### src/design/tew_pkg.sv
// Shared types and constants of the transparency edge window.
// No dependencies; tew_pos, tew_classify and transparency_edge_window import this package.
package tew_pkg;

    // Configuration port
    localparam int CFG_W     = 13;
    localparam int CFG_IDX_W = 3;

    localparam logic [CFG_IDX_W-1:0] REG_IMAGE_WIDTH    = 3'd0;
    localparam logic [CFG_IDX_W-1:0] REG_IMAGE_HEIGHT   = 3'd1;
    localparam logic [CFG_IDX_W-1:0] REG_SELECT_KIND    = 3'd2;
    localparam logic [CFG_IDX_W-1:0] REG_DIRECTION_MASK = 3'd3;

    // Register reset values
    localparam logic [CFG_W-1:0] WIDTH_RST  = 13'd640;
    localparam logic [CFG_W-1:0] HEIGHT_RST = 13'd480;
    localparam logic [1:0]       SELECT_RST = 2'd3;
    localparam logic [7:0]       DIR_RST    = 8'hff;

    // Select kind codes
    localparam logic [1:0] SEL_INNER = 2'd1;
    localparam logic [1:0] SEL_OUTER = 2'd2;
    localparam logic [1:0] SEL_BOTH  = 2'd3;

    localparam logic [CFG_W-1:0] MAX_HEIGHT = 13'd4096;
    localparam logic [3:0]       FULL_COUNT = 4'd9;

    // One line store word: bit 1 upper row, bit 0 middle row
    localparam int LINE_W = 2;

    // Position flags of the centre belonging to one accepted item
    typedef struct packed {
        logic res_valid;
        logic top_cut;
        logic bot_cut;
        logic left_cut;
        logic right_cut;
        logic last;
    } pos_info_t;

endpackage

### src/design/tew_pos.sv
// Raster position tracker: column/row counters, clamped frame size and the
// edge flags of the centre that each item completes. Uses tew_pkg.
module tew_pos #(
    parameter int MAX_WIDTH = 4096
) (
    input  logic                        clk,
    input  logic                        rst_n,
    input  logic                        restart,
    input  logic                        step,
    input  logic                        flush,
    input  logic [tew_pkg::CFG_W-1:0]   image_width,
    input  logic [tew_pkg::CFG_W-1:0]   image_height,
    output logic [$clog2(MAX_WIDTH)-1:0] col,
    output logic                        ignore,
    output logic                        w_is_one,
    output tew_pkg::pos_info_t          info
);
    import tew_pkg::*;

    localparam int COL_W = $clog2(MAX_WIDTH);
    localparam int CMP_W = (COL_W + 1 > CFG_W) ? COL_W + 1 : CFG_W;

    logic [COL_W-1:0] col_reg, col_next, w_m1;
    logic [CFG_W-1:0] row_reg, row_next, h_eff, h_p1;
    logic [CMP_W-1:0] w_ext;
    logic             col_zero, col_one;

    // Clamp the frame size
    always_comb
    begin
        w_ext = CMP_W'(image_width);
        if (image_width == '0)
            w_m1 = '0;
        else if (w_ext > CMP_W'(MAX_WIDTH))
            w_m1 = COL_W'(MAX_WIDTH - 1);
        else
            w_m1 = COL_W'(w_ext - CMP_W'(1));

        if (image_height == '0)
            h_eff = 13'd1;
        else if (image_height > MAX_HEIGHT)
            h_eff = MAX_HEIGHT;
        else
            h_eff = image_height;
        h_p1 = h_eff + 13'd1;
    end

    assign w_is_one = (w_m1 == '0);
    assign col_zero = (col_reg == '0);
    assign col_one  = (col_reg == COL_W'(1));
    assign col      = col_reg;

    // Flush at the frame's first position does nothing
    assign ignore = flush && col_zero && (row_reg == '0);

    // Centre lags one row and one column; column zero closes the previous row
    always_comb
    begin
        if (col_zero)
        begin
            info.res_valid = (row_reg >= 13'd2) && (row_reg <= h_p1);
            info.top_cut   = (row_reg == 13'd2);
            info.bot_cut   = (row_reg == h_p1);
        end
        else
        begin
            info.res_valid = (row_reg >= 13'd1) && (row_reg <= h_eff);
            info.top_cut   = (row_reg == 13'd1);
            info.bot_cut   = (row_reg == h_eff);
        end
        info.left_cut  = col_one || w_is_one;
        info.right_cut = col_zero;
        info.last      = col_zero && (row_reg == h_p1);
    end

    // Position advance
    always_comb
    begin
        col_next = col_reg;
        row_next = row_reg;
        priority if (restart)
        begin
            col_next = '0;
            row_next = '0;
        end
        else if (step && !ignore)
        begin
            if (col_zero && (row_reg >= h_p1))
            begin
                col_next = '0;
                row_next = '0;
            end
            else if (col_reg == w_m1)
            begin
                col_next = '0;
                row_next = row_reg + 13'd1;
            end
            else
            begin
                col_next = col_reg + COL_W'(1);
            end
        end
    end

    always_ff @(posedge clk or negedge rst_n)
    begin
        if (!rst_n)
        begin
            col_reg <= '0;
            row_reg <= '0;
        end
        else
        begin
            col_reg <= col_next;
            row_reg <= row_next;
        end
    end

endmodule

### config.mk
export PLATFORM = sky130hd
export DESIGN_NAME = tew_pos
export DESIGN_NICKNAME = d
export VERILOG_FILES = /design/src/design/tew_pkg.sv /design/src/design/tew_pos.sv
export SDC_FILE = /design/constraint.sdc
export NUM_CORES = 1
export LEC_CHECK = 0
export BUFFER_PORTS_ARGS = -buffer_cell sky130_fd_sc_hd__buf_2
export CORE_ASPECT_RATIO = 0.6
export CORE_MARGIN = 1
export CORE_UTILIZATION = 50
export CTS_CLUSTER_DIAMETER = 120
export DETAILED_ROUTE_END_ITERATION = 7
export HOLD_SLACK_MARGIN = 0.03
export PLACE_DENSITY = 0.71
export REMOVE_ABC_BUFFERS = 1
export SKIP_CTS_REPAIR_TIMING = 1
export SLEW_MARGIN = 20
export SYNTH_ARGS = -nofsm -noshare
export SYNTH_HDL_FRONTEND = slang
export SYNTH_SLANG_ARGS = --single-unit
### constraint.sdc
create_clock -name clk -period 6.2 [get_ports clk]
set_clock_uncertainty 0.15 [all_clocks]
set_input_delay 0.31 -clock clk [delete_from_list [all_inputs] [get_ports clk]]
set_output_delay 0.31 -clock clk [all_outputs]
set_load 0.05 [all_outputs]
Word level (Yosys, flattened, before mapping)
Index checks and enable logic that the tools add are counted.
{"block": "word_totals", "output_inout_bits": 20, "register_bits": 25, "wordCells": 49, "input_bits": 31}
{"block": "classes", "n_eq_ne": 6, "magnitude_cmp": 7, "n_addsub": 4, "n_mux": 13, "reduce_logical": 17}
{"op": "$mux 13", "count": 6}
{"op": "$mux 12", "count": 6}
{"op": "$logic_not 13->1", "count": 3}
{"op": "$add 13x1->13 const B", "count": 2}
{"op": "$eq 13x13->1", "count": 2}
{"op": "$gt 13x13->1 const B", "count": 2}
{"op": "$le 13x13->1", "count": 2}
{"op": "$logic_not 12->1", "count": 2}
{"op": "$eq 13x1->1 const B", "count": 1}
{"op": "$eq 13x2->1 const B", "count": 1}
{"op": "$ge 13x1->1 const B", "count": 1}
{"op": "$ge 13x13->1", "count": 1}
{"op": "$ge 13x2->1 const B", "count": 1}
{"op": "$add 12x1->12 const B", "count": 1}
{"op": "$eq 12x1->1 const B", "count": 1}
{"op": "$eq 12x12->1", "count": 1}
{"op": "$sub 12x1->12 const B", "count": 1}
{"op": "$logic_and 1x1->1", "count": 7}
{"op": "$mux 3", "count": 1}
{"op": "$reduce_bool 3->1", "count": 1}
{"op": "$reduce_and 2->1", "count": 1}
{"op": "$reduce_bool 2->1", "count": 1}
{"op": "$logic_not 1->1", "count": 1}
{"op": "$logic_or 1x1->1", "count": 1}

Logic depth before layout (Yosys ltp)
{"block": "logic_depth", "depth_word": 9, "depth_mapped": 20, "depth_no_buf": 18}

Least setup slack after synthesis
Ideal clock, no wire load.
{"block": "synth_timing", "path_type": "input to output", "start": "input port image_height[3] in the netlist's numbering", "end": "output port info[5] in the netlist's numbering", "t_required_ps": 5740, "stages": 17, "path_slack_ps": 1603, "arrival_time_ps": 4137, "path_buffers": 0, "cell_sequence": "nor4_1 > nand3_1 > a21oi_1 > ha_1 > and3_1 > and3_1 > and2_1 > nand3_1 > xnor2_1 > ha_1 > a21o_1 > a21o_1 > a21oi_1 > o21a_1 > nand2_1 > and3_1 > a211oi_1"}
{"element": "start, declared", "line": "tew_pos.sv:12", "source": "input logic [tew_pkg::CFG_W-1:0] image_height,"}
{"element": "end, declared", "line": "tew_pos.sv:16", "source": "output tew_pkg::pos_info_t info"}

Worst setup path after layout
{"block": "layout_timing", "start": "input port image_height[7] in the netlist's numbering", "end": "register col_reg[4] (netlist: col[4])"}
{"block": "layout_via", "elab_chain_cells": 9, "word_cells_on_any_way": 10, "cone_classes": "add/sub (1); order compare (2); mux (5); reduce/logical (2)"}
{"element": "$gt 13x13->1", "line": "tew_pos.sv:41", "source": "else if (image_height > MAX_HEIGHT)"}
{"element": "$mux 13", "line": "tew_pos.sv:41"}
{"element": "$mux 13 *", "line": "tew_pos.sv:39", "source": "if (image_height == '0)"}
{"element": "$add 13x1->13 *", "line": "tew_pos.sv:45", "source": "h_p1 = h_eff + 13'd1;"}
{"element": "$ge 13x13->1 *", "line": "tew_pos.sv:88", "source": "if (col_zero && (row_reg >= h_p1))"}
{"element": "$logic_and 1x1->1 *", "line": "tew_pos.sv:88"}
{"element": "$mux 12 *", "line": "tew_pos.sv:88"}
{"element": "$mux 12 *", "line": "tew_pos.sv:86", "source": "else if (step && !ignore)"}
{"element": "$mux 12 *", "line": "tew_pos.sv:81", "source": "priority if (restart)"}
{"element": "end signal, assigned", "line": "tew_pos.sv:114", "source": "col_reg <= col_next;"}
{"element": "end, declared", "line": "tew_pos.sv:23", "source": "logic [COL_W-1:0] col_reg, col_next, w_m1;"}
Mark *: on every way between the ends. The rest lies on a longest branch, timed or not. The select of a mux whose other input is x is not followed.
A chain may end at the register's enable or synchronous reset.

==> flow_summary.toml <==
[global_routing]
grt_pass1_wl_um = 17310
grt-ovfl-total = 0
grt_pass1_vias = 3224
grt_max_degree = 26
grt_usage_pct = 29.55
antenna_found_initial = 0

[placed_design]
post_dp_cell_area_mm2 = 0.003764
port_buffers = 50
gp_congestion = 0.9603
pre_cts_slack_ns = 1.255
placed_cells = 579
dp.final_hpwl_um = 8894

[synth]
synth_edf_count = 0
synthArstFlopShare_pct = 100.0
yosys-top-cells-count = "42 x nand2_1, 36 x nor2_1, 35 x ha_1"
synth-simple-area-share_pct = 32.95
ys.flop_type = "dfrtp_1"
synth_top_family_by_area = "simple AND/OR/NAND/NOR gates"
synth_fa_ha_area_share_pct = 12.19
synth_area_leaders = "dfrtp_1 17%, ha_1 12%, nand2_1 4.4%"
avgSynthCellArea_um2 = 7.725
synth_top_area_share_pct = 17.42
muxShareOfSynthArea_pct = 0.9056
ys_seq_elements = 25
synth_compound_area_share_pct = 22.19
yosysWarnings = 0
yosys.area.top_type = "dfrtp_1"
synth-xor-area-share_pct = 5.364
synth_cells = 465
yosysUniqueCellTypes = 73
syn_area_mm2 = 0.003592
synth.most_common_cell = "nand2_1"
yosysSeqAreaShare_pct = 17.42

[pwr]
leakagePower_nw = 1.724
power_density_mw_per_mm2 = 217.4
seq_power_share_pct = 26.8
ir_drop_mv = 0.2322
clkPwrFrac_pct = 18.1
p_switching_mw = 0.4434
p_int_mw = 0.3950
swShare_pct = 52.89
finalPower_mw = 0.8384
combPwrFrac_pct = 55.1

[drt]
vias = 3921
wl_met2_um = 3916
drtAntennaViolNets = 0
met1_length_um = 5610
firstDrtPassIters = 7
wl_per_cell_um = 19.06
routed.top_layer = "met4"
wl_um = 11130
vias_per_cell = 6.714
drtIter0Drc = 458
drc = 4
met3_length_um = 1516

[worst_setup_path]
setup.worst_path.end_class = "flip-flop"
worstSetupStartpointType = "input pin"
path_max_fanout = 15
r2r_cells = 9
cp.arrival_ns = 4.79
crit_type = "input pin to flip-flop"
crit_required_ns = 6.15

[sta]
setup_violations = 0
slew_violations = 0
rsz0062_at_grt = "false"
slew_headroom_pct = 36.19
tightestPinTransition_ns = 0.9572
tns_ns = 0
final_hold_viol_count = 0
setup_ws_ns = 1.367
period_minus_slack_ns = 4.833
finalCritPeriodShare_pct = 77.94
max_freq_mhz = 206.9

[min_path]
hold_depth = 4
hp-class = "input pin to flip-flop"

[floorplanning]
coreArea_mm2 = 0.006820
ios = 51
start_util_pct = 52.67
rows = 23
die-area_mm2 = 0.007538
fp.dieH_um = 67.66
die_x_um = 111.4

[cells_and_area]
drive_gt1_share_pct = 15.90
fill_cells = 661
area_growth_pct = 7.349
nets = 564
final_cells = 584
design_area_mm2 = 0.003856
largest_reg_flops = 13
regArea_um2 = 625.6
n_antenna_cell = 0
multiInputGateArea_mm2 = 0.002644

[run_status]
status = "complete, but fails checks"
violations = "DRC"

[clock_tree]
cts_root_buf = "clkbuf_16"
htree_levels = 1
clockBufferDepth = 2
cts.sinks = 25
cts_buffers = 3
clock_latency_ns = 0.27
cts_tree = "yes"
clk_pin_slew_ns = 0.07

[job]
cap_violations = 0
[cells by family (layout without fill, tap and decap cells)]
kind of cell               count (synthesis)  after routing
AOI/OAI and AO/OA                        103            103
xor gates and xnor gates                  22             22
adders and majority gates                 35             35
buffers and inverters                     58             90
DFF                                       25             25
muxes                                      3              3
and+or+nand+nor                          219            219
[power groups by stage]
stage / combinational, mW / sequential, mW / clock (mW)
finish: 0.462 / 0.225 / 0.151
global route: 0.501 / 0.227 / 0.159
CTS: 0.455 / 0.222 / 0.150
detailed placement: 0.452 / 0.225 / 0
global placement: 0.444 / 0.224 / 0
floorplan: 0.291 / 0.243 / 0
[through the flow]
stage	hold WS [ns]	utilization, %
after global placement	0.1958	55.18
after CTS	-0.08297	56.39
after floorplan	-0.1356	-
after global routing	0.4369	56.54
after detailed placement	0.1935	55.18
final	0.3906	56.54
[area by class of cell]
cell class | instances | area share (%)
inverters | 34 | 3.310
repair buffers | 52 | 6.944
flip-flops and latches | 25 | 16.22
clock buffers | 3 | 1.947
well taps | 87 | 2.823
multi-input cells | 382 | 68.56
clock inverters | 1 | 0.1947
[worst max-delay path: stages]
cell     delay, ns
buf_2         0.13
nor4_1        0.37
nand3_1       0.17
a21oi_1       0.31
ha_1          0.27
and3_1        0.25
and3_1        0.24
and2_1        0.17
nand3_1       0.10
xnor2_1       0.15
ha_1          0.30
nand4_1       0.11
nor2_1        0.23
o21ai_0       0.13
a21o_1        0.18
a32o_1        0.39
a21oi_1       0.81
nor2_1        0.15
[cell usage in the layout (no fill, tap or decap), types with 5 or more instances in the layout]
cell / count
xor2_1: 7
nand2_1: 42
and3_1: 5
a21o_1: 7
a41oi_1: 6
or4_1: 7
nand3_1: 28
ha_1: 35
a31oi_1: 7
nor2_1: 36
or2_2: 5
a21oi_1: 11
xnor2_1: 15
nor3_1: 18
nand4_1: 22
dfrtp_1: 25
o21ai_0: 16
nor2b_1: 11
o211ai_1: 7
or3_1: 6
buf_2: 50
o311ai_0: 6
inv_1: 33
nor4_1: 16
[final timing paths]
check	start	endpoint	slack [ns]
max in group asynchronous	rst_n	row_reg[0]	5.08
worst min-delay path	restart	row_reg[6]	0.39
worst max-delay path	image_height[7]	col[4]	1.37
min in group asynchronous	rst_n	row_reg[11]	0.42
worst min register to register	row_reg[9]	row_reg[9]	0.52
worst max register to register	row_reg[6]	row_reg[4]	2.90
[metal layers]
metal  vias up  global-route usage, %
met1      1846                  47.35
li1       1836                      -
met2       227                  37.11
met3        12                  8.707
met4         0                  4.223
met5         -                      0
Power figures use the tool's default switching activity.
