--- src/design/tew_pkg.sv ---
// Shared types and constants of the transparency edge window.
// No dependencies; tew_pos, tew_classify and transparency_edge_window import this package.
package tew_pkg;

    // Configuration port
    localparam int CFG_W     = 13;
    localparam int CFG_IDX_W = 3;

    localparam logic [CFG_IDX_W-1:0] REG_IMAGE_WIDTH    = 3'd0;
    localparam logic [CFG_IDX_W-1:0] REG_IMAGE_HEIGHT   = 3'd1;
    localparam logic [CFG_IDX_W-1:0] REG_SELECT_KIND    = 3'd2;
    localparam logic [CFG_IDX_W-1:0] REG_DIRECTION_MASK = 3'd3;

    // Register reset values
    localparam logic [CFG_W-1:0] WIDTH_RST  = 13'd640;
    localparam logic [CFG_W-1:0] HEIGHT_RST = 13'd480;
    localparam logic [1:0]       SELECT_RST = 2'd3;
    localparam logic [7:0]       DIR_RST    = 8'hff;

    // Select kind codes
    localparam logic [1:0] SEL_INNER = 2'd1;
    localparam logic [1:0] SEL_OUTER = 2'd2;
    localparam logic [1:0] SEL_BOTH  = 2'd3;

    localparam logic [CFG_W-1:0] MAX_HEIGHT = 13'd4096;
    localparam logic [3:0]       FULL_COUNT = 4'd9;

    // One line store word: bit 1 upper row, bit 0 middle row
    localparam int LINE_W = 2;

    // Position flags of the centre belonging to one accepted item
    typedef struct packed {
        logic res_valid;
        logic top_cut;
        logic bot_cut;
        logic left_cut;
        logic right_cut;
        logic last;
    } pos_info_t;

endpackage

--- src/design/tew_if.sv ---


interface tew_res_if;
    logic       valid;
    logic       ready;
    logic       matched;
    logic       inner;
    logic [7:0] neighbour_mask;
    logic [3:0] edge_count;
    logic       last;

    modport source (output valid, output matched, output inner, output neighbour_mask,
                    output edge_count, output last, input ready);
    modport sink   (input valid, input matched, input inner, input neighbour_mask,
                    input edge_count, input last, output ready);
endinterface

--- src/design/tew_classify.sv ---
// Read-data stage and result register: merges the line store word, updates the
// 3x3 window, writes the line stores back and classifies the centre. Uses tew_pkg.
module tew_classify #(
    parameter int ADDR_W = 12
) (
    input  logic                        clk,
    input  logic                        rst_n,
    input  logic                        load,
    input  tew_pkg::pos_info_t          info_in,
    input  logic                        bit_in,
    input  logic [ADDR_W-1:0]           addr_in,
    input  logic                        fwd_hit_in,
    input  logic [tew_pkg::LINE_W-1:0]  fwd_data_in,
    input  logic [tew_pkg::LINE_W-1:0]  rd_data,
    input  logic [1:0]                  select_kind,
    input  logic [7:0]                  direction_mask,
    output logic                        in_ready,
    output logic                        wr_en,
    output logic [ADDR_W-1:0]           wr_addr,
    output logic [tew_pkg::LINE_W-1:0]  wr_data,
    tew_res_if.source                   res
);
    import tew_pkg::*;

    // Stage one: item waiting for its line store word
    logic              s1_valid_reg, s1_valid_next;
    pos_info_t         s1_info_reg;
    logic              s1_bit_reg;
    logic [ADDR_W-1:0] s1_addr_reg;
    logic              s1_fwd_hit_reg;
    logic [LINE_W-1:0] s1_fwd_data_reg;
    logic              s1_adv;

    logic [LINE_W-1:0] line;
    logic [8:0]        win_reg, win_next;
    logic              centre, inner, ok;
    logic [7:0]        diff, cut, mask;
    logic [3:0]        cnt, count;

    // Result register
    logic              out_valid_reg, out_valid_next;
    logic              out_matched_reg, out_inner_reg, out_last_reg;
    logic [7:0]        out_mask_reg;
    logic [3:0]        out_count_reg;

    // Flow control: an item without a result never waits for the output
    assign s1_adv   = s1_valid_reg && (!s1_info_reg.res_valid || !out_valid_reg || res.ready);
    assign in_ready = !s1_valid_reg || s1_adv;

    always_comb
    begin
        if (load)
            s1_valid_next = 1'b1;
        else if (s1_adv)
            s1_valid_next = 1'b0;
        else
            s1_valid_next = s1_valid_reg;
    end

    always_ff @(posedge clk or negedge rst_n)
    begin
        if (!rst_n)
        begin
            s1_valid_reg   <= 1'b0;
            s1_info_reg    <= '0;
            s1_fwd_hit_reg <= 1'b0;
        end
        else
        begin
            s1_valid_reg <= s1_valid_next;
            if (load)
            begin
                s1_info_reg    <= info_in;
                s1_fwd_hit_reg <= fwd_hit_in;
            end
        end
    end

    always_ff @(posedge clk)
    begin
        if (load)
        begin
            s1_bit_reg      <= bit_in;
            s1_addr_reg     <= addr_in;
            s1_fwd_data_reg <= fwd_data_in;
        end
    end

    // Line store word, bypassed when its write was still in flight
    assign line     = s1_fwd_hit_reg ? s1_fwd_data_reg : rd_data;
    assign win_next = {s1_bit_reg, line[0], line[1], win_reg[8:3]};

    // Shift the middle row up, new flag becomes the middle row
    assign wr_en   = s1_adv;
    assign wr_addr = s1_addr_reg;
    assign wr_data = {line[0], s1_bit_reg};

    always_ff @(posedge clk or negedge rst_n)
    begin
        if (!rst_n)
            win_reg <= '0;
        else if (s1_adv)
            win_reg <= win_next;
    end

    // Neighbour test: order UL,U,UR,L,R,DL,D,DR
    always_comb
    begin
        centre = win_next[4];
        inner  = !centre;
        diff   = {win_next[8], win_next[5], win_next[2], win_next[7],
                  win_next[1], win_next[6], win_next[3], win_next[0]} ^ {8{centre}};
        cut[0] = s1_info_reg.top_cut | s1_info_reg.left_cut;
        cut[1] = s1_info_reg.top_cut;
        cut[2] = s1_info_reg.top_cut | s1_info_reg.right_cut;
        cut[3] = s1_info_reg.left_cut;
        cut[4] = s1_info_reg.right_cut;
        cut[5] = s1_info_reg.bot_cut | s1_info_reg.left_cut;
        cut[6] = s1_info_reg.bot_cut;
        cut[7] = s1_info_reg.bot_cut | s1_info_reg.right_cut;
        mask   = diff & ~cut;

        cnt = '0;
        for (int k = 0; k < 8; k++)
        begin
            cnt = cnt + {3'b000, mask[k]};
        end
        count = inner ? (FULL_COUNT - cnt) : cnt;

        ok = (select_kind == SEL_BOTH) ||
             ((select_kind == SEL_INNER) && inner) ||
             ((select_kind == SEL_OUTER) && !inner);
    end

    // Result register
    always_comb
    begin
        if (s1_adv && s1_info_reg.res_valid)
            out_valid_next = 1'b1;
        else if (res.ready)
            out_valid_next = 1'b0;
        else
            out_valid_next = out_valid_reg;
    end

    always_ff @(posedge clk or negedge rst_n)
    begin
        if (!rst_n)
            out_valid_reg <= 1'b0;
        else
            out_valid_reg <= out_valid_next;
    end

    always_ff @(posedge clk)
    begin
        if (s1_adv && s1_info_reg.res_valid)
        begin
            out_matched_reg <= ok && ((direction_mask & mask) != 8'h00);
            out_inner_reg   <= inner;
            out_mask_reg    <= mask;
            out_count_reg   <= count;
            out_last_reg    <= s1_info_reg.last;
        end
    end

    assign res.valid          = out_valid_reg;
    assign res.matched        = out_matched_reg;
    assign res.inner          = out_inner_reg;
    assign res.neighbour_mask = out_mask_reg;
    assign res.edge_count     = out_count_reg;
    assign res.last           = out_last_reg;

endmodule

--- src/flat_wrapper.sv ---
// flat-port wrapper written by rule: the top's interface ports become plain ports
module tew_classify_flat import tew_pkg::*;
#(
    parameter int ADDR_W = 12
)
  (clk, rst_n, load, info_in, bit_in, addr_in, fwd_hit_in, fwd_data_in, rd_data, select_kind, direction_mask, in_ready, wr_en, wr_addr, wr_data, res_valid, res_matched, res_inner, res_neighbour_mask, res_edge_count, res_last, res_ready);
  tew_res_if res_i ();
  input  logic clk;
  input  logic rst_n;
  input  logic load;
  input  tew_pkg::pos_info_t info_in;
  input  logic bit_in;
  input  logic [ADDR_W-1:0] addr_in;
  input  logic fwd_hit_in;
  input  logic [tew_pkg::LINE_W-1:0] fwd_data_in;
  input  logic [tew_pkg::LINE_W-1:0] rd_data;
  input  logic [1:0] select_kind;
  input  logic [7:0] direction_mask;
  output logic in_ready;
  output logic wr_en;
  output logic [ADDR_W-1:0] wr_addr;
  output logic [tew_pkg::LINE_W-1:0] wr_data;
  output wire logic [$bits(res_i.valid)-1:0] res_valid;
  output wire logic [$bits(res_i.matched)-1:0] res_matched;
  output wire logic [$bits(res_i.inner)-1:0] res_inner;
  output wire logic [$bits(res_i.neighbour_mask)-1:0] res_neighbour_mask;
  output wire logic [$bits(res_i.edge_count)-1:0] res_edge_count;
  output wire logic [$bits(res_i.last)-1:0] res_last;
  input wire logic [$bits(res_i.ready)-1:0] res_ready;
  assign res_valid = res_i.valid;
  assign res_matched = res_i.matched;
  assign res_inner = res_i.inner;
  assign res_neighbour_mask = res_i.neighbour_mask;
  assign res_edge_count = res_i.edge_count;
  assign res_last = res_i.last;
  assign res_i.ready = res_ready;
  tew_classify #(.ADDR_W(ADDR_W)) u_core (.clk(clk), .rst_n(rst_n), .load(load), .info_in(info_in), .bit_in(bit_in), .addr_in(addr_in), .fwd_hit_in(fwd_hit_in), .fwd_data_in(fwd_data_in), .rd_data(rd_data), .select_kind(select_kind), .direction_mask(direction_mask), .in_ready(in_ready), .wr_en(wr_en), .wr_addr(wr_addr), .wr_data(wr_data), .res(res_i));
endmodule
--- config.mk ---
export PLATFORM = sky130hd
export DESIGN_NAME = tew_classify_flat
export DESIGN_NICKNAME = d
export VERILOG_FILES = /design/src/design/tew_pkg.sv /design/src/design/tew_if.sv /design/src/design/tew_classify.sv /design/src/flat_wrapper.sv
export SDC_FILE = /design/constraint.sdc
export NUM_CORES = 1
export LEC_CHECK = 0
export BUFFER_PORTS_ARGS = -buffer_cell sky130_fd_sc_hd__buf_2
export CORE_ASPECT_RATIO = 0.7
export CORE_MARGIN = 10
export CORE_UTILIZATION = 44
export DETAILED_ROUTE_END_ITERATION = 7
export PLACE_DENSITY = 0.75
export SYNTH_ARGS = -nofsm -noshare
export SYNTH_HDL_FRONTEND = slang
export SYNTH_SLANG_ARGS = --single-unit
--- constraint.sdc ---
create_clock -name clk -period 3.4 [get_ports clk]
set_clock_uncertainty 0.05 [all_clocks]
set_input_delay 0.17 -clock clk [delete_from_list [all_inputs] [get_ports clk]]
set_output_delay 0.17 -clock clk [all_outputs]
set_load 0.005 [all_outputs]
# Word level (Yosys, flattened, before mapping)
# Index checks and enable logic that the tools add are counted.
[op_classes]
addsub = 8
n_eq_ne = 3
n_mux = 6
bitwise_logic = 8
reduce_logical = 17
[op_table]
columns = ["cell", "n"]
rows = [
  ["$add 4x1->4", 6],
  ["$and 8x8->8", 2],
  ["$not 8->8", 1],
  ["$reduce_bool 8->1", 1],
  ["$xor 8x8->8", 1],
  ["$logic_and 1x1->1", 5],
  ["$logic_or 1x1->1", 5],
  ["$eq 2x2->1 const B", 2],
  ["$logic_not 1->1", 4],
  ["$mux 1", 4],
  ["$mux 4", 1],
  ["$or 1x1->1", 4],
  ["$reduce_bool 2->1", 2],
  ["$sub 4x4->4 const A", 1],
  ["$add 1x1->2", 1],
  ["$eq 2x1->1 const B", 1],
  ["$mux 2", 1],
]
[word_totals]
register_bits = 48
in_bits = 38
out_inout_bits = 32
elab_cells = 60

# Longest topological paths before layout
# Gate-level depths: netlist of run 1.
[depth]
ltp_word = 12
depth_mapped = 15
ltp_nobuf = 14

# Worst setup path before layout of run 1
# OpenSTA, ideal clock, no wires.
[synth_path]
kind = "register to register"
start = "reg u_core.win_reg[7]"
end = "reg u_core.out_count_reg[2], in the netlist u_core.res.edge_count[2] (data pin)"
setup_time_ps = 262
arrival_ps = 3366
required_time_ps = 3088
setup_slack_ps = -277
stages_incl_launch_ff = 15
path_buffers = 1
synth_period_minus_slack_ps = 3677
cell_sequence = "dfrtp_1 -> buf_6 -> xnor2_1 -> nor3_2 -> ha_1 -> inv_1 -> fa_1 -> fa_1 -> inv_1 -> fa_1 -> inv_1 -> fa_1 -> ha_1 -> nand2_1 -> o21ai_0"
[synth_via]
elab_chain_len = 11
[synth_lines]
columns = ["element", "line", "source"]
rows = [
  ["start, declared", "tew_classify.sv:35", "logic [8:0] win_reg, win_next;"],
  ["start signal, assigned", "tew_classify.sv:103", "win_reg <= win_next;"],
  ["$xor 8x8->8 *", "tew_classify.sv:112", "win_next[1], win_next[6], win_next[3], win_next[0]} ^ {8{centre}};"],
  ["$and 8x8->8 *", "tew_classify.sv:121", "mask = diff & ~cut;"],
  ["via u_core.mask[0]", "tew_classify.sv:37", "logic [7:0] diff, cut, mask;"],
  ["$add 1x1->2 *", "tew_classify.sv:126", "cnt = cnt + {3'b000, mask[k]};"],
  ["$add 4x1->4 * (6 in a row)", "tew_classify.sv:126", ""],
  ["$sub 4x4->4", "tew_classify.sv:128", "count = inner ? (FULL_COUNT - cnt) : cnt;"],
  ["$mux 4 *", "tew_classify.sv:128", ""],
  ["via u_core.count[2]", "tew_classify.sv:38", "logic [3:0] cnt, count;"],
  ["end signal, assigned", "tew_classify.sv:161", "out_count_reg <= count;"],
  ["end, declared", "tew_classify.sv:44", "logic [3:0] out_count_reg;"],
]
# The timed path passes the listed nets; every way through them passes the cells marked *.
# A chain may end at the register's enable or synchronous reset.

# Worst setup path in the final report of run 1
[layout_path]
start = "reg u_core.s1_fwd_hit_reg"
end = "reg u_core.out_count_reg[2], in the netlist u_core.res.edge_count[2] (data pin)"
[layout_via]
elab_chain_len = 11
[layout_lines]
columns = ["element", "line", "source"]
rows = [
  ["start, declared", "tew_classify.sv:30", "logic s1_fwd_hit_reg;"],
  ["start signal, assigned", "tew_classify.sv:74", "s1_fwd_hit_reg <= fwd_hit_in;"],
  ["$mux 2 *", "tew_classify.sv:90", "assign line = s1_fwd_hit_reg ? s1_fwd_data_reg : rd_data;"],
  ["$xor 8x8->8 *", "tew_classify.sv:112", ""],
  ["$and 8x8->8 *", "tew_classify.sv:121", ""],
  ["via u_core.mask[2]", "tew_classify.sv:37", ""],
  ["$add 4x1->4 * (6 in a row)", "tew_classify.sv:126", ""],
  ["$sub 4x4->4", "tew_classify.sv:128", ""],
  ["$mux 4 *", "tew_classify.sv:128", ""],
  ["via u_core.count[2]", "tew_classify.sv:38", ""],
]
# Marked as above.

==> impl_metrics.csv, run 1 <==
group,metric,value,unit
global_route,grt_overflow,0,
floorplan,initial_core_util,45.4,%
clock_tree,clk_pin_slew,0.08,ns
route,avgViaCountPerCell,4.81,
floorplan,core_area,4300,µm²
synthesis,ys_ff_latch,45,
synthesis,synth_area_leaders,"edfxtp_1 (46%), dfrtp_1 (19%), mux2_2 (5.8%)",
global_route,grt_first_pass_wirelength,7.94,mm
worst_setup_path,crit_type,"reg -> reg",
route,wl_met1,2.04,mm
sta,holdWs,0.0132,ns
route,dr.pass1.iters,4,
worst_setup_path,end_kind,"flip-flop",
sta,fin_crit_sh,109,%
status,violations,"negative setup slack",
route,drc_errors,0,
sta,tightest_slew,0.520,ns
synthesis,syn-mean-instance-area,14.8,µm²
route,dr_wl_met3,347,µm
sta,slew_violations,0,
clock_tree,insertion_delay,0.30,ns
finish,largest_reg_flops,12,
sta,rsz0062_at_grt,"true",
sta,setup_violations,2,
global_route,grt_usage,13.8,%
synthesis,synth_flop_cell,"edfxtp_1",
synthesis,synth-edff-count,30,
route,highest_layer,"met4",
clock_tree,numClockSinks,45,
placement,place_ws,-0.343,ns
worst_setup_path,ff2ff_setup_slack,-0.32,ns
synthesis,ys_seq_area_share,65.3,%
global_route,grt_pass1_vias,1557,
synthesis,synth_area_leader_cell,"edfxtp_1",
hold_path,holdPathStages,1,
synthesis,syn_inst,132,
global_route,antenna_found_initial,0,
floorplan,boundaryPins,70,
floorplan,fp.dieH,75.8,µm
floorplan,core.rowCount,20,
sta,min_period,3.72,ns
clock_tree,clockBufferDepth,2,
route,post_drt_wl_per_cell,17.5,µm
hold_path,hold_class,"in -> reg",
finish,seq_area,1280,µm²
worst_setup_path,worst_ep_arrival_time,3.71,ns
finish,fillCellCount,341,
placement,gp_congestion,0.761,
worst_setup_path,required,3.40,ns
power_and_ir_drop,ir_drop,0.272,mV
worst_setup_path,cp_max_fo,3,
placement,dpl.hpwl,3.61,mm
finish,nets,283,
job,maxCapViolCount,0,
clock_tree,cts.htree.levels,2,
route,routed_wl,5.12,mm
power_and_ir_drop,power.density,555,nW/µm²
worst_setup_path,cp-start-kind,"flip-flop",
power_and_ir_drop,p_leak,1.23,nW
sta,setup_ws,-0.317,ns
route,met2WireLength,2.69,mm
global_route,grt_max_degree,25,
finish,syn2layout_area_growth,41.0,%
sta,maxSlewHeadroom,65.3,%
finish,drive_above_1_share,54.2,%
finish,multi_input_area,634,µm²
clock_tree,numCtsBuffers,5,
synthesis,synth_nets,178,
sta,max_freq,0.269,GHz
route,drt_iter0_drc,60,
worst_setup_path,r2r_end,"u_core.res.edge_count[2]$_DFFE_PP_",
synthesis,async_flop_share,33.3,%
placement,placed_area,2430,µm²
worst_setup_path,rr_startpoint,"u_core.s1_fwd_hit_reg$_DFFE_PN0P_",
placement,port-buffer-count,69,
synthesis,synth.cell_area,1960,µm²
synthesis,yosys.cell_types.count,30,
status,status,"finished, violations left",
route,vias,1410,
synthesis,ys_warn_count,0,
finish,design_area,2760,µm²
synthesis,yosys.area.top_type_share,46.1,%
clock_tree,cts_tree,"built",
route,antenna_left,0,
hold_path,whs_endpoint,"u_core.wr_addr[9]$_DFFE_PP_",
hold_path,hp-start,"addr_in[9]",
worst_setup_path,reg2reg_depth,12,
clock_tree,cts-root-buf,"clkbuf_8",
finish,antennaDiodeCount,0,
floorplan,die_width,99.7,µm
floorplan,dieArea,7550,µm²
sta,hold_viol,0,
## cells in the mapped netlist (all sizes together) (2+ instances only)
cell	n
a22oi	2
nor2	5
nor2b	3
buf	4
ha	4
fa	4
or2	2
a21oi	2
inv	15
o21ai	4
xnor2	8
dfrtp	15
nand2	5
mux2	11
nor3b	4
nor3	4
mux2i	3
edfxtp	30
## cell type report
class	count	area share (%)
clock inverter	1	0.272
timing repair buffer	103	23.0
inverter	15	2.04
clock buffer	7	2.77
tap	55	2.50
multi-input combinational	67	23.0
sequential	45	46.4
## worst max-delay path, cell delays in order, from the launching register on
cell and delay [ns]:
dfrtp_2 0.42, mux2i_2 0.31, mux2_4 0.35, inv_2 0.06
fa_1 0.42, fa_1 0.54, inv_2 0.05, fa_2 0.37
inv_2 0.08, fa_2 0.43, ha_2 0.27, nand2_1 0.06
o21ai_1 0.05
## how the worst max path moves through the flow
| stage | from | to | slack [ns] | cells after the start |
|---|---|---|---|---|
| after floorplan | u_core.win_reg[7]$_DFFE_PN0P_ | u_core.res.edge_count[2]$_DFFE_PP_ | -0.25 | 14 |
| after global placement | u_core.s1_fwd_hit_reg$_DFFE_PN0P_ | u_core.res.edge_count[2]$_DFFE_PP_ | -0.22 | 12 |
| after detailed placement | u_core.s1_fwd_hit_reg$_DFFE_PN0P_ | u_core.res.edge_count[2]$_DFFE_PP_ | -0.34 | 12 |
| after CTS | u_core.s1_fwd_hit_reg$_DFFE_PN0P_ | u_core.res.edge_count[2]$_DFFE_PP_ | -0.28 | 12 |
| after global routing | u_core.win_reg[7]$_DFFE_PN0P_ | u_core.res.edge_count[3]$_DFFE_PP_ | -0.40 | 14 |
| final | u_core.s1_fwd_hit_reg$_DFFE_PN0P_ | u_core.res.edge_count[2]$_DFFE_PP_ | -0.32 | 12 |
## timing repair
action,4_1_cts,5_1_grt
buffers inserted,7,1
resized for setup,14,2
hold buffers,13,1
endpoints found under the hold margin,27,1
pin swaps,6,1
endpoints found under the setup margin,2,2
## metrics by stage
| step | total power, mW | util [%] | setup TNS (ns) | cells |
|---|---|---|---|---|
| floorplan | 0.969 | - | -0.435 | 132 |
| global placement | 1.11 | 56.4 | -0.381 | 263 |
| detailed placement | 1.14 | 56.4 | -0.665 | 263 |
| CTS | 1.52 | 63.6 | -0.508 | 291 |
| global route | 1.63 | 64.1 | -0.811 | 293 |
| finish | 1.53 | 64.1 | -0.613 | 293 |
## layer usage
layer / up-vias / global-route usage, %
li1: 661 / -
met1: 703 / 14.5
met2: 41 / 25.6
met3: 5 / 4.17
met4: 0 / 5.23
met5: - / 0
## report_power, final
part	internal (mW)	switching (mW)	leakage, nW
sequential	0.673	0.0378	0.464
combinational	0.269	0.231	0.729
clock	0.145	0.176	0.0385
## cell usage in the layout (no fill, tap or decap), drive strengths merged, types with 4 or more instances in the layout
master        n
mux2         11
nor2          5
nor3b         4
nand2         5
fa            4
inv          15
dfrtp        15
nor3          4
dlygate4sd3  14
xnor2         8
o21ai         4
clkbuf        7
buf          89
ha            4
edfxtp       30
## cells by family after synthesis
group | Yosys count | share of synthesized area [%]
adders and majority gates | 8 | 6.65
DFF | 45 | 65.3
buffers and inverters | 20 | 4.67
muxes | 14 | 8.06
xor gates and xnor gates | 9 | 4.03
AOI/OAI and AO/OA | 11 | 3.90
and+or+nand+nor | 25 | 7.42
No activity file was read; power rests on OpenSTA's default activity.
==> run 2: changes to the inputs <==
--- a/config.mk
+++ b/config.mk
@@ -10,7 +10,7 @@
 export CORE_MARGIN = 10
 export CORE_UTILIZATION = 44
 export DETAILED_ROUTE_END_ITERATION = 7
-export PLACE_DENSITY = 0.75
+export PLACE_DENSITY_LB_ADDON = 0.12
 export SYNTH_ARGS = -nofsm -noshare
 export SYNTH_HDL_FRONTEND = slang
 export SYNTH_SLANG_ARGS = --single-unit
==> run 2 against run 1 <==
- global-route usage fell by 1.7 points
- utilization fell by 1.2 points
- register-to-register slack improved by 0.10 ns
- non-clock buffer count fell by 8
- die area did not move
- largest power group unchanged
- clock-buffer cell count fell by 1
- maximum frequency rose by 2.8%
- combinational power barely moved
- critical path depth did not move
- final cell count fell by 2.7%
- worst setup slack improved by 0.10 ns
- the flow still finishes with violations (negative setup slack)
==> impl_metrics.csv, run 2 (synthesized netlist as in run 1, its figures left out) <==
group,metric,value,unit
clock_tree,numCtsBuffers,5,
finish,drive_above_1_share,52.6,%
global_route,grt_pass1_vias,1470,
worst_setup_path,rr_startpoint,"u_core.s1_fwd_hit_reg$_DFFE_PN0P_",
clock_tree,clockBufferDepth,2,
worst_setup_path,cp_max_fo,3,
floorplan,die_width,99.7,µm
hold_path,hp-start,"bit_in",
worst_setup_path,crit_start,"u_core.s1_fwd_hit_reg$_DFFE_PN0P_",
clock_tree,clk_pin_slew,0.08,ns
sta,setup_ws,-0.215,ns
sta,setup_violations,2,
floorplan,fp.dieH,75.8,µm
power_and_ir_drop,p_leak,1.21,nW
global_route,grt_max_degree,25,
placement,gp_congestion,0.811,
clock_tree,cts_tree,"built",
sta,hold_viol,0,
clock_tree,cts-root-buf,"clkbuf_8",
route,routed_wl,4.44,mm
power_and_ir_drop,pwr-share-clk,20.9,%
sta,rsz0062_at_grt,"true",
power_and_ir_drop,pwr-share-seq,46.3,%
power_and_ir_drop,power.density,563,nW/µm²
sta,holdWs,0.00953,ns
route,post_drt_wl_per_cell,15.6,µm
global_route,grt_first_pass_wirelength,7.09,mm
finish,largest_reg_flops,12,
finish,final_cell_mix,"buf_2 (69), edfxtp_1 (30), buf_4 (15)",
placement,dp_cells,263,
floorplan,core_area,4300,µm²
route,drt_iter0_drc,35,
worst_setup_path,required,3.39,ns
finish,final_common_cell,"buf_2",
sta,min_period,3.62,ns
clock_tree,numClockSinks,45,
finish,antennaDiodeCount,0,
worst_setup_path,worst_ep_arrival_time,3.61,ns
finish,syn2layout_area_growth,38.4,%
route,vias,1343,
worst_setup_path,end_kind,"flip-flop",
worst_setup_path,cp-start-kind,"flip-flop",
floorplan,boundaryPins,70,
route,avgViaCountPerCell,4.71,
sta,tightest_slew,0.490,ns
power_and_ir_drop,netSwitchingFraction,28.9,%
worst_setup_path,ff2ff_setup_slack,-0.22,ns
hold_path,hold_class,"in -> reg",
floorplan,core.rowCount,20,
status,status,"finished, violations left",
clock_tree,insertion_delay,0.29,ns
route,antenna_left,0,
worst_setup_path,reg2reg_depth,12,
global_route,grt_usage,12.1,%
sta,slew_violations,0,
placement,dpl.hpwl,3.51,mm
power_and_ir_drop,power_switching,441,µW
sta,max_freq,0.277,GHz
worst_setup_path,crit_type,"reg -> reg",
power_and_ir_drop,ir_drop,0.313,mV
route,dr.pass1.iters,4,
finish,final_cells,285,
power_and_ir_drop,internal_power,1.08,mW
clock_tree,cts.htree.levels,2,
finish,nets,275,
route,drc_errors,0,
sta,maxSlewHeadroom,67.3,%
power_and_ir_drop,comb_power_share,32.7,%
sta,tns,-0.393,ns
placement,port-buffer-count,69,
global_route,grt_overflow,0,
floorplan,dieArea,7550,µm²
worst_setup_path,r2r_end,"u_core.res.edge_count[2]$_DFFE_PP_",
floorplan,initial_core_util,45.4,%
hold_path,holdPathStages,1,
sta,fin_crit_sh,106,%
hold_path,whs_endpoint,"u_core.s1_bit_reg$_DFFE_PP_",
job,maxCapViolCount,0,
global_route,antenna_found_initial,0,
status,violations,"negative setup slack",
[run 2: changes by cell type in the layout (fill, tap and decap cells not counted), moves of 2 or more]
cell           before  now
buf_4              20   15
dlygate4sd3_1      14   11
inv_1              10   12
inv_2               5    3
mux2i_1             1    3
mux2i_2             2    0
[run 2: worst max-delay path by stage]
stage / end / slack [ns] / cells after the start
floorplan: u_core.res.edge_count[2]$_DFFE_PP_ / -0.25 / 14
global placement: u_core.res.edge_count[2]$_DFFE_PP_ / -0.19 / 12
detailed placement: u_core.res.edge_count[2]$_DFFE_PP_ / -0.35 / 13
CTS: u_core.res.edge_count[2]$_DFFE_PP_ / -0.23 / 13
global route: u_core.res.edge_count[2]$_DFFE_PP_ / -0.37 / 13
finish: u_core.res.edge_count[2]$_DFFE_PP_ / -0.22 / 12
[run 2: power groups by stage]
stage	sequential [mW]	clock (mW)	combinational [mW]
floorplan	0.717	0	0.252
global placement	0.712	0	0.396
detailed placement	0.715	0	0.415
CTS	0.706	0.327	0.468
global route	0.715	0.354	0.559
finish	0.705	0.319	0.499
[run 2: layout make-up]
| cell class | count | area, µm² |
|---|---|---|
| multi-input cells | 67 | 649 |
| clock buffers | 6 | 72.6 |
| clock inverters | 2 | 13.8 |
| inverters | 15 | 56.3 |
| flip-flops and latches | 45 | 1280 |
| well taps | 55 | 68.8 |
| fillers | 349 | 1600 |
| repair buffers | 95 | 568 |
[run 2: per-stage QoR]
stage          instance area [µm²]  setup slack (ns)  power (mW)  util (%)
2_1_floorplan                 1960            -0.255       0.969         -
3_3_place_gp                  2430            -0.186        1.11      56.4
3_5_place_dp                  2430            -0.348        1.13      56.4
4_1_cts                       2620            -0.225        1.50      60.9
5_1_grt                       2710            -0.370        1.63      62.9
6_report                      2710            -0.215        1.52      62.9
[run 2: what timing repair did]
item / CTS / global route
resized for setup: 10 / 4
endpoints found under the setup margin: 2 / 3
pin swaps: 4 / 1
hold buffers: 5 / 6
setup buffers: 2 / 1
endpoints found under the hold margin: 19 / 6
[run 2: metal layers]
metal	vias up	track usage (%)	wire length, µm
li1	648	-	-
met1	649	13.7	1860
met2	41	20.7	2180
met3	5	5.16	363
met4	0	3.33	37
met5	-	0	0
[run 2: worst max-delay path, stage by stage, from the launching register on]
cell     delay, ns
dfrtp_1       0.40
mux2i_1       0.30
mux2_4        0.34
inv_1         0.08
fa_1          0.40
fa_1          0.51
inv_2         0.04
fa_2          0.37
inv_2         0.07
fa_2          0.45
ha_4          0.23
nand2_2       0.06
o21ai_2       0.05
